===== src/hdl/bwfa_pkg.sv =====
// Package for the best/worst fit allocator: payload structs, status codes
// and sequencer states. No dependencies.
package bwfa_pkg;

    typedef enum logic [1:0] {
        ST_OK       = 2'd0,
        ST_NO_FIT   = 2'd1,
        ST_NO_ADDR  = 2'd2,
        ST_FULL     = 2'd3
    } t_status;

    localparam logic KIND_ALLOC = 1'b0;
    localparam logic KIND_FREE  = 1'b1;

    localparam logic CFG_FIT_MODE  = 1'b0;
    localparam logic CFG_POOL_SIZE = 1'b1;

    typedef struct packed {
        logic        kind;
        logic [16:0] request_size;
        logic [15:0] block_address;
    } t_in_item;

    typedef struct packed {
        logic [1:0]  status;
        logic [15:0] granted_address;
    } t_out_item;

    typedef struct packed {
        logic        index;
        logic [16:0] data;
    } t_cfg_item;

    typedef enum logic [1:0] {
        S_IDLE  = 2'd0,
        S_SCAN  = 2'd1,
        S_APPLY = 2'd2,
        S_DONE  = 2'd3
    } t_state;

endpackage


===== src/hdl/bwfa_cell.sv =====
// One table slot of the allocator: valid, start and size, plus a search
// stage that passes the running best candidate to its neighbor each cycle.
// Depends on bwfa_pkg.
module bwfa_cell
    import bwfa_pkg::*;
#(
    parameter int ADDR_BITS = 16,
    parameter int IDX_BITS  = 4,
    parameter logic [IDX_BITS-1:0] MY_IDX = '0,
    parameter logic INIT_VALID = 1'b0
) (
    input  logic                 i_clk,
    input  logic                 i_rst_n,
    // Table write from the controller.
    input  logic                 i_wr,
    input  logic                 i_wr_valid,
    input  logic [ADDR_BITS-1:0] i_wr_start,
    input  logic [ADDR_BITS:0]   i_wr_size,
    // Search chain: candidate from the upstream neighbor.
    input  logic                 i_mode_addr,
    input  logic                 i_fit_mode,
    input  logic [ADDR_BITS:0]   i_req,
    input  logic [ADDR_BITS-1:0] i_addr,
    input  logic                 i_c_hit,
    input  logic [IDX_BITS-1:0]  i_c_idx,
    input  logic [ADDR_BITS:0]   i_c_size,
    input  logic                 i_c_open,
    input  logic [IDX_BITS-1:0]  i_c_open_idx,
    output logic                 o_c_hit,
    output logic [IDX_BITS-1:0]  o_c_idx,
    output logic [ADDR_BITS:0]   o_c_size,
    output logic                 o_c_open,
    output logic [IDX_BITS-1:0]  o_c_open_idx,
    output logic [ADDR_BITS-1:0] o_start,
    output logic [ADDR_BITS:0]   o_size
);

    logic                 r_valid;
    logic [ADDR_BITS-1:0] r_start;
    logic [ADDR_BITS:0]   r_size;
    logic                 w_take;

    // Slot storage. Start and size are loaded by the table clear held during reset.
    always_ff @(posedge i_clk) begin
        if (!i_rst_n) begin
            r_valid <= INIT_VALID;
        end else if (i_wr) begin
            r_valid <= i_wr_valid;
        end
        if (i_wr) begin
            r_start <= i_wr_start;
            r_size  <= i_wr_size;
        end
    end

    // Compare this slot against the upstream candidate; lower slot wins ties.
    always_comb begin
        w_take = 1'b0;
        if (r_valid) begin
            if (i_mode_addr) begin
                w_take = !i_c_hit && (r_start == i_addr);
            end else if (r_size >= i_req) begin
                w_take = !i_c_hit ||
                         (!i_fit_mode && r_size < i_c_size) ||
                         (i_fit_mode && r_size > i_c_size);
            end
        end
    end

    // Registered hand-off to the next cell.
    always_ff @(posedge i_clk) begin
        o_c_hit      <= i_c_hit | w_take;
        o_c_idx      <= w_take ? MY_IDX : i_c_idx;
        o_c_size     <= w_take ? r_size : i_c_size;
        o_c_open     <= i_c_open | !r_valid;
        o_c_open_idx <= (!i_c_open && !r_valid) ? MY_IDX : i_c_open_idx;
    end

    assign o_start = r_start;
    assign o_size  = r_size;

endmodule


===== src/hdl/bwfa_table.sv =====
// A chain of bwfa_cell slots forming one block table. The search result is registered
// in every cell and leaves the last cell. Depends on bwfa_pkg, bwfa_cell.
module bwfa_table
    import bwfa_pkg::*;
#(
    parameter int ADDR_BITS = 16,
    parameter int ENTRIES   = 16,
    parameter int IDX_BITS  = 4,
    parameter logic INIT_SLOT0 = 1'b1
) (
    input  logic                 i_clk,
    input  logic                 i_rst_n,
    input  logic                 i_wr,
    input  logic [IDX_BITS-1:0]  i_wr_idx,
    input  logic                 i_wr_valid,
    input  logic [ADDR_BITS-1:0] i_wr_start,
    input  logic [ADDR_BITS:0]   i_wr_size,
    input  logic                 i_clear,
    input  logic [ADDR_BITS:0]   i_init_size,
    input  logic                 i_mode_addr,
    input  logic                 i_fit_mode,
    input  logic [ADDR_BITS:0]   i_req,
    input  logic [ADDR_BITS-1:0] i_addr,
    output logic                 o_hit,
    output logic [IDX_BITS-1:0]  o_idx,
    output logic                 o_open,
    output logic [IDX_BITS-1:0]  o_open_idx,
    output logic [ADDR_BITS-1:0] o_sel_start,
    output logic [ADDR_BITS:0]   o_sel_size
);

    logic                 c_hit      [ENTRIES+1];
    logic [IDX_BITS-1:0]  c_idx      [ENTRIES+1];
    logic [ADDR_BITS:0]   c_size     [ENTRIES+1];
    logic                 c_open     [ENTRIES+1];
    logic [IDX_BITS-1:0]  c_open_idx [ENTRIES+1];
    logic [ADDR_BITS-1:0] st         [ENTRIES];
    logic [ADDR_BITS:0]   sz         [ENTRIES];

    assign c_hit[0]      = 1'b0;
    assign c_idx[0]      = '0;
    assign c_size[0]     = '0;
    assign c_open[0]     = 1'b0;
    assign c_open_idx[0] = '0;

    // One cell per slot; a clear leaves slot 0 holding the pool when INIT_SLOT0
    // is set and every other slot invalid.
    for (genvar g = 0; g < ENTRIES; g++) begin : g_cell
        logic                 w_wr;
        logic                 w_v;
        logic [ADDR_BITS-1:0] w_s;
        logic [ADDR_BITS:0]   w_z;
        assign w_wr = i_clear || (i_wr && i_wr_idx == IDX_BITS'(g));
        assign w_v  = i_clear ? (INIT_SLOT0 && (g == 0)) : i_wr_valid;
        assign w_s  = i_clear ? '0 : i_wr_start;
        assign w_z  = i_clear ? i_init_size : i_wr_size;
        bwfa_cell #(
            .ADDR_BITS  (ADDR_BITS),
            .IDX_BITS   (IDX_BITS),
            .MY_IDX     (IDX_BITS'(g)),
            .INIT_VALID (INIT_SLOT0 && (g == 0))
        ) u_cell (
            .i_clk        (i_clk),
            .i_rst_n      (i_rst_n),
            .i_wr         (w_wr),
            .i_wr_valid   (w_v),
            .i_wr_start   (w_s),
            .i_wr_size    (w_z),
            .i_mode_addr  (i_mode_addr),
            .i_fit_mode   (i_fit_mode),
            .i_req        (i_req),
            .i_addr       (i_addr),
            .i_c_hit      (c_hit[g]),
            .i_c_idx      (c_idx[g]),
            .i_c_size     (c_size[g]),
            .i_c_open     (c_open[g]),
            .i_c_open_idx (c_open_idx[g]),
            .o_c_hit      (c_hit[g+1]),
            .o_c_idx      (c_idx[g+1]),
            .o_c_size     (c_size[g+1]),
            .o_c_open     (c_open[g+1]),
            .o_c_open_idx (c_open_idx[g+1]),
            .o_start      (st[g]),
            .o_size       (sz[g])
        );
    end

    assign o_hit      = c_hit[ENTRIES];
    assign o_idx      = c_idx[ENTRIES];
    assign o_open     = c_open[ENTRIES];
    assign o_open_idx = c_open_idx[ENTRIES];
    // Read back the chosen slot's contents.
    assign o_sel_start = st[o_idx];
    assign o_sel_size  = sz[o_idx];

endmodule


===== src/hdl/best_worst_fit_allocator_unit.sv =====
// Best/worst fit allocator: free and used block tables, each a chain of slot
// cells, driven by a small sequencer. Depends on bwfa_pkg and bwfa_table.
//
// Each request launches a search down both tables at once; the candidate
// ripples one slot per cycle, and the block takes one request at a time.
// The result is held in an output register; the next request is accepted no
// earlier than the cycle in which that result is taken. A pool_size write
// reloads the tables, and reset loads them the same way.
module best_worst_fit_allocator_unit
    import bwfa_pkg::*;
#(
    parameter int FREE_ENTRIES = 16,
    parameter int USED_ENTRIES = 16,
    parameter int ADDR_BITS    = 16
) (
    input  logic      i_clk,
    input  logic      i_rst_n,
    input  logic      i_in_valid,
    output logic      o_in_ready,
    input  t_in_item  i_in_data,
    output logic      o_out_valid,
    input  logic      i_out_ready,
    output t_out_item o_out_data,
    input  logic      i_cfg_valid,
    output logic      o_cfg_ready,
    input  t_cfg_item i_cfg_data
);

    localparam int FB = (FREE_ENTRIES > 1) ? $clog2(FREE_ENTRIES) : 1;
    localparam int UB = (USED_ENTRIES > 1) ? $clog2(USED_ENTRIES) : 1;
    localparam int SCAN = (FREE_ENTRIES > USED_ENTRIES) ? FREE_ENTRIES : USED_ENTRIES;
    localparam int CB = $clog2(SCAN + 1);
    localparam logic [ADDR_BITS:0] POOL_MAX = {1'b1, {ADDR_BITS{1'b0}}};
    localparam logic [ADDR_BITS:0] POOL_RST =
        (ADDR_BITS >= 16) ? (ADDR_BITS+1)'(17'h10000) : POOL_MAX;

    t_state               r_state, n_state;
    logic [CB-1:0]        r_cnt;
    logic                 r_fit_mode;
    logic [ADDR_BITS:0]   r_pool;
    logic                 r_kind;
    logic [ADDR_BITS:0]   r_req;
    logic [ADDR_BITS-1:0] r_addr;
    logic                 r_out_valid;
    t_out_item            r_out;
    logic                 w_clear;
    logic [ADDR_BITS:0]   w_pool_in;
    logic [16:0]          w_cfg_pool;
    logic [ADDR_BITS:0]   w_init_size;

    // Free table outputs and writes.
    logic f_hit, f_open, f_wr, f_wr_v;
    logic [FB-1:0] f_idx, f_open_idx, f_wr_idx;
    logic [ADDR_BITS-1:0] f_sel_start, f_wr_start;
    logic [ADDR_BITS:0] f_sel_size, f_wr_size;
    // Used table outputs and writes.
    logic u_hit, u_open, u_wr, u_wr_v;
    logic [UB-1:0] u_idx, u_open_idx, u_wr_idx;
    logic [ADDR_BITS-1:0] u_sel_start, u_wr_start;
    logic [ADDR_BITS:0] u_sel_size, u_wr_size;
    t_out_item w_res;

    assign o_cfg_ready = (r_state == S_IDLE);
    assign o_in_ready  = (r_state == S_IDLE) && !(i_cfg_valid) && !r_out_valid
                         || (r_state == S_IDLE) && !i_cfg_valid && i_out_ready;
    // Reset and a pool_size write both reload the tables.
    assign w_clear     = !i_rst_n ||
                         (i_cfg_valid && o_cfg_ready && (i_cfg_data.index == CFG_POOL_SIZE));
    assign w_init_size = !i_rst_n ? POOL_RST : (w_clear ? w_pool_in : r_pool);

    // Saturate pool size to the address space.
    always_comb begin
        w_cfg_pool = i_cfg_data.data;
        if (ADDR_BITS >= 17) begin
            w_pool_in = (ADDR_BITS+1)'(w_cfg_pool);
        end else if (w_cfg_pool > 17'(POOL_MAX)) begin
            w_pool_in = POOL_MAX;
        end else begin
            w_pool_in = (ADDR_BITS+1)'(w_cfg_pool);
        end
    end

    // Configuration registers.
    always_ff @(posedge i_clk) begin
        if (!i_rst_n) begin
            r_fit_mode <= 1'b0;
            r_pool     <= POOL_RST;
        end else if (i_cfg_valid && o_cfg_ready) begin
            if (i_cfg_data.index == CFG_FIT_MODE) r_fit_mode <= i_cfg_data.data[0];
            else r_pool <= w_pool_in;
        end
    end

    // Next state.
    always_comb begin
        n_state = r_state;
        case (r_state)
            S_IDLE:  if (i_in_valid && o_in_ready) n_state = S_SCAN;
            S_SCAN:  if (r_cnt == CB'(SCAN)) n_state = S_APPLY;
            S_APPLY: n_state = S_DONE;
            S_DONE:  n_state = S_IDLE;
            default: n_state = S_IDLE;
        endcase
    end

    // Decision from the search results.
    always_comb begin
        w_res = '0;
        f_wr = 1'b0; f_wr_idx = f_idx; f_wr_v = 1'b0;
        f_wr_start = f_sel_start; f_wr_size = f_sel_size;
        u_wr = 1'b0; u_wr_idx = u_open_idx; u_wr_v = 1'b1;
        u_wr_start = f_sel_start; u_wr_size = r_req;
        if (r_kind == KIND_ALLOC) begin
            if (r_req == '0 || !f_hit) begin
                w_res.status = ST_NO_FIT;
            end else if (!u_open) begin
                w_res.status = ST_FULL;
            end else begin
                w_res.status = ST_OK;
                w_res.granted_address = 16'(f_sel_start);
                u_wr = 1'b1;
                f_wr = 1'b1;
                if (f_sel_size == r_req) begin
                    f_wr_v = 1'b0;
                end else begin
                    f_wr_v     = 1'b1;
                    f_wr_start = f_sel_start + ADDR_BITS'(r_req);
                    f_wr_size  = f_sel_size - r_req;
                end
            end
        end else begin
            if (!u_hit) begin
                w_res.status = ST_NO_ADDR;
            end else if (!f_open) begin
                w_res.status = ST_FULL;
            end else begin
                w_res.status = ST_OK;
                f_wr = 1'b1; f_wr_idx = f_open_idx; f_wr_v = 1'b1;
                f_wr_start = u_sel_start; f_wr_size = u_sel_size;
                u_wr = 1'b1; u_wr_idx = u_idx; u_wr_v = 1'b0;
            end
        end
        if (r_state != S_APPLY) begin
            f_wr = 1'b0;
            u_wr = 1'b0;
        end
    end

    // Sequencer, request capture and output register.
    always_ff @(posedge i_clk) begin
        if (!i_rst_n) begin
            r_state     <= S_IDLE;
            r_cnt       <= '0;
            r_out_valid <= 1'b0;
        end else begin
            r_state <= n_state;
            r_cnt   <= (r_state == S_SCAN) ? r_cnt + 1'b1 : '0;
            if (r_state == S_APPLY) begin
                r_out_valid <= 1'b1;
            end else if (i_out_ready) begin
                r_out_valid <= 1'b0;
            end
        end
        if (i_in_valid && o_in_ready) begin
            r_kind <= i_in_data.kind;
            r_req  <= (ADDR_BITS+1)'(i_in_data.request_size);
            r_addr <= ADDR_BITS'(i_in_data.block_address);
        end
        if (r_state == S_APPLY) r_out <= w_res;
    end

    assign o_out_valid = r_out_valid;
    assign o_out_data  = r_out;

    bwfa_table #(
        .ADDR_BITS  (ADDR_BITS),
        .ENTRIES    (FREE_ENTRIES),
        .IDX_BITS   (FB),
        .INIT_SLOT0 (1'b1)
    ) u_free (
        .i_clk       (i_clk),
        .i_rst_n     (i_rst_n),
        .i_wr        (f_wr),
        .i_wr_idx    (f_wr_idx),
        .i_wr_valid  (f_wr_v),
        .i_wr_start  (f_wr_start),
        .i_wr_size   (f_wr_size),
        .i_clear     (w_clear),
        .i_init_size (w_init_size),
        .i_mode_addr (1'b0),
        .i_fit_mode  (r_fit_mode),
        .i_req       (r_req),
        .i_addr      (r_addr),
        .o_hit       (f_hit),
        .o_idx       (f_idx),
        .o_open      (f_open),
        .o_open_idx  (f_open_idx),
        .o_sel_start (f_sel_start),
        .o_sel_size  (f_sel_size)
    );

    bwfa_table #(
        .ADDR_BITS  (ADDR_BITS),
        .ENTRIES    (USED_ENTRIES),
        .IDX_BITS   (UB),
        .INIT_SLOT0 (1'b0)
    ) u_used (
        .i_clk       (i_clk),
        .i_rst_n     (i_rst_n),
        .i_wr        (u_wr),
        .i_wr_idx    (u_wr_idx),
        .i_wr_valid  (u_wr_v),
        .i_wr_start  (u_wr_start),
        .i_wr_size   (u_wr_size),
        .i_clear     (w_clear),
        .i_init_size ('0),
        .i_mode_addr (1'b1),
        .i_fit_mode  (r_fit_mode),
        .i_req       (r_req),
        .i_addr      (r_addr),
        .o_hit       (u_hit),
        .o_idx       (u_idx),
        .o_open      (u_open),
        .o_open_idx  (u_open_idx),
        .o_sel_start (u_sel_start),
        .o_sel_size  (u_sel_size)
    );

endmodule


===== config.mk =====
export PLATFORM = sky130hd
export DESIGN_NAME = best_worst_fit_allocator_unit
export DESIGN_NICKNAME = d
export VERILOG_FILES = /design/src/hdl/bwfa_pkg.sv /design/src/hdl/bwfa_cell.sv /design/src/hdl/bwfa_table.sv /design/src/hdl/best_worst_fit_allocator_unit.sv
export SDC_FILE = /design/constraint.sdc
export NUM_CORES = 2
export LEC_CHECK = 0
export ABC_CLOCK_PERIOD_IN_PS = 6200
export BUFFER_PORTS_ARGS = -buffer_cell sky130_fd_sc_hd__buf_2
export CAP_MARGIN = 30
export CELL_PAD_IN_SITES_DETAIL_PLACEMENT = 1
export CELL_PAD_IN_SITES_GLOBAL_PLACEMENT = 2
export CORE_MARGIN = 2
export CORE_UTILIZATION = 40
export DETAILED_ROUTE_END_ITERATION = 8
export GPL_ROUTABILITY_DRIVEN = 1
export GPL_TIMING_DRIVEN = 0
export PLACE_DENSITY_LB_ADDON = 0.1
export SETUP_SLACK_MARGIN = 0.2
export SLEW_MARGIN = 40
export SYNTH_ARGS = -nofsm -noshare
export SYNTH_HDL_FRONTEND = slang
export SYNTH_SLANG_ARGS = --single-unit

===== constraint.sdc =====
create_clock -name i_clk -period 6.2 [get_ports i_clk]
set_input_delay 1.24 -clock i_clk [delete_from_list [all_inputs] [get_ports i_clk]]
set_output_delay 1.24 -clock i_clk [all_outputs]
set_load 0.05 [all_outputs]

==> results_dict.tcl <==
set metrics [dict create \
    hold_buffers 0 \
    numPortBuffers 77 \
    leakage_nw 34.52 \
    use_met3_pct 4.136 \
    dieArea_um2 194400 \
    fin_setup_tns_ns 0 \
    hold_class "flip-flop to flip-flop" \
    cts_setup_buffers 0 \
    min_period_over_period_pct 96.40 \
    hold_violations 0 \
    clockBufferDepth 3 \
    power.density_nw_per_um2 401.6 \
    cts.sinks 1664 \
    synth_top_area_share_pct 43.57 \
    r2r_end "u_free.g_cell[3].u_cell.o_size[13]$_DFFE_PP_" \
    clkTransAtPathRegs_ns 0.06 \
    ios 78 \
    cts-root-buf "clkbuf_16" \
    gp_congestion 0.9379 \
    synthTopCellsByCount "edfxtp_1 (1,108), ha_1 (563), dfxtp_1 (556)" \
    yosys-top-cells-area "edfxtp_1 (44%), dfxtp_1 (15%), mux4_2 (9.4%), ha_1 (9.2%), mux2_2 (3.7%)" \
    netlist_instances 5324 \
    syn-mean-instance-area_um2 14.34 \
    routed_wl_um 281400 \
    grt-busiest-layer "met2" \
    worst_pin_slew_ns 0.9295 \
    slew_violations 0 \
    die_y_um 441.0 \
    yosys.cell_count.top_type "edfxtp_1" \
    r2r-start "u_free.g_cell[15].u_cell.o_c_idx[1]$_SDFF_PP1_" \
    initial_utilization_pct 40.20 \
    crit_path_end "u_free.g_cell[3].u_cell.o_size[13]$_DFFE_PP_" \
    rsz0062_at_grt "false" \
    required_ns 6.85 \
    worstSetupEndpointType "flip-flop" \
    synth-edff-count 1108 \
    grt_pass1_wl_um 392300 \
    async_reset_ff_share_pct 0 \
    status "complete, no violations" \
    timing.fmax_mhz 167.3 \
    dp_hpwl_um 216400 \
    use_met2_pct 47.90 \
    h-tree-depth 4 \
    grt_pass1_vias 50500 \
    first_pass_iters 5 \
    coreArea_um2 190000 \
    ys_ff_latch 1664 \
    drt_iter0_drc 4337 \
    viasPerCell 5.769 \
    cp_max_fo 8 \
    track_usage_pct 29.04 \
    rows 160 \
    path_class "flip-flop to flip-flop" \
    overflow 0 \
    whs_ns 0.3774 \
    finalSetupViolCount 0 \
    fp.dieW_um 441.0 \
    wire_per_inst_um 33.50 \
    cts_buffers 183 \
    fin_crit_ns 5.977 \
    synthesis.nets 5946 \
    layout.cells.non_filler 8399 \
    dp_cells 8046 \
    synth_top_area_cell "edfxtp_1" \
    synth_area_um2 76370 \
    yosys_warnings 0 \
    slew_headroom_pct 38.03 \
    cts_tree "built" \
    clk_latency_ns 0.87 \
    grt_max_degree 26 \
    fillers 18710 \
    vias 48460 \
    cp-startpoint "u_free.g_cell[15].u_cell.o_c_idx[1]$_SDFF_PP1_" \
    use_met1_pct 37.87 \
    clock_skew_ns 0.05411 \
    drive_above_1_share_pct 23.15 \
    critPathLaunchType "flip-flop" \
    r2r_cells 19 \
    synthFlopType "edfxtp_1" \
    cp.arrival_ns 6.62 \
    ys_types 69 \
    rrSetupSlack_ns 0.22 \
    ir_drop_uv 269.0 \
    antenna_found_initial 9 \
    drcViolationCount 0 \
    maxCapViolCount 0 \
    yosysSeqAreaShare_pct 58.14 \
    syn2layout_area_growth_pct 17.01 \
    fin_nets 6344 \
    ant_nets 0 \
]
==> state kept, by name, summed over array words and instances (netlist names), 16 cells and up <==
name                               count
o_out_data                            18
r_addr                                16
r_req                                 17
u_free.g_cell.u_cell.o_c_hit          16
u_free.g_cell.u_cell.o_c_idx          49
u_free.g_cell.u_cell.o_c_open         16
u_free.g_cell.u_cell.o_c_open_idx     49
u_free.g_cell.u_cell.o_c_size        255
u_free.g_cell.u_cell.o_size          272
u_free.g_cell.u_cell.o_start         256
u_free.g_cell.u_cell.r_valid          16
u_used.g_cell.u_cell.o_c_hit          16
u_used.g_cell.u_cell.o_c_idx          49
u_used.g_cell.u_cell.o_c_open         16
u_used.g_cell.u_cell.o_c_open_idx     49
u_used.g_cell.u_cell.o_size          272
u_used.g_cell.u_cell.o_start         256
u_used.g_cell.u_cell.r_valid          16
==> repair_timing <==
action                                  CTS  global route
resized for setup                        10            10
pin swaps                                 0             0
endpoints found under the setup margin  334            80
==> layout by cell type (no fill, tap or decap), types with 55 or more instances in the layout <==
master	n
buf_2	125
nand3_1	60
a21oi_1	157
nand2_1	106
ha_1	562
xor2_1	172
o21ai_0	130
clkbuf_1	102
nand2b_1	118
or2_2	82
dfxtp_1	556
mux2_2	250
a21o_1	123
buf_8	74
mux4_2	319
edfxtp_1	1108
clkbuf_16	186
nor2b_1	91
xnor2_1	108
nor3_1	55
nor2_1	146
and2_1	73
nand4_1	106
inv_1	292
==> power breakdown <==
part,internal [mW],switching [mW]
sequential,14.4,1.46
combinational,3.46,5.24
clock,6.54,4.83
total,24.4,11.5
==> layer usage <==
metal	wire [um]	part of all wire [%]
met3	14440	5.1
met4	14860	5.3
met2	134300	48
met1	117800	42
met5	27	0.0096
==> final cells by class <==
cell class                      count  area, um^2  area share, %
Inverter                          308        1191          1.333
Multi-Input combinational cell   3171       30780          34.44
Tap cell                         2511        3142          3.516
Timing Repair Buffer              213        2709          3.031
Clock buffer                      225        4841          5.417
Buffer                            181       860.8         0.9633
Clock inverter                    121        1428          1.598
Sequential cell                  1664       44400          49.69
Antenna cell                        5       12.51        0.01400
==> logic make-up after synthesis <==
kind of cell / Yosys count / share of synthesized area, %
mux: 593 / 13.41
simple gates: 999 / 7.187
flops: 1664 / 58.14
xor+xnor: 281 / 3.232
fa+ha+maj: 565 / 9.276
buf+inv: 489 / 2.494
compound gates: 733 / 6.262
==> worst min-delay path by stage <==
stage                                                    from                                              end  slack, ns  cells after the start
6_report       u_free.g_cell[14].u_cell.o_c_idx[3]$_SDFF_PP1_   u_free.g_cell[15].u_cell.o_c_idx[3]$_SDFF_PP1_       0.38                      1
5_1_grt              u_used.g_cell[0].u_cell.o_c_open$_DFF_P_  u_used.g_cell[1].u_cell.o_c_open_idx[0]$_DFF_P_       0.41                      1
4_1_cts        u_free.g_cell[14].u_cell.o_c_idx[3]$_SDFF_PP1_   u_free.g_cell[15].u_cell.o_c_idx[3]$_SDFF_PP1_       0.38                      1
3_5_place_dp         u_used.g_cell[0].u_cell.o_c_open$_DFF_P_  u_used.g_cell[1].u_cell.o_c_open_idx[0]$_DFF_P_       0.39                      1
3_3_place_gp   u_used.g_cell[14].u_cell.o_c_idx[2]$_SDFF_PP1_   u_used.g_cell[15].u_cell.o_c_idx[2]$_SDFF_PP1_       0.39                      1
2_1_floorplan    u_free.g_cell[0].u_cell.r_valid$_SDFFE_PN1P_         u_free.g_cell[0].u_cell.o_c_open$_DFF_P_       0.37                      1
==> metrics by stage <==
stage | total power [mW] | setup slack (ns) | utilization [%] | cell area, um^2
2_1_floorplan | 20.46 | 0.9827 | - | 76370
3_3_place_gp | 24.04 | -5.740 | 42.06 | 79900
3_5_place_dp | 24.60 | -0.3631 | 43.64 | 82910
4_1_cts | 36.06 | 0.2057 | 46.96 | 89210
5_1_grt | 37.42 | 0.1993 | 47.03 | 89350
6_report | 35.88 | 0.2234 | 47.04 | 89360
==> critical path, stage by stage, from the launching register on <==
cell and delay [ns]:
dfxtp_1 0.30, buf_2 0.28, clkbuf_4 0.31, buf_16 0.19, clkbuf_2 0.26, buf_16 0.20, mux4_2 0.40, mux4_2 0.60
ha_1 0.40, o21a_1 0.20, o31a_1 0.15, o211a_1 0.25, or2_2 0.30, a211oi_1 0.36, nor2_1 0.11, xnor2_1 0.19
o311ai_4 0.40, clkbuf_4 0.30, buf_2 0.24, buf_2 0.25
Note: power is estimated with default switching activity, not from simulation.
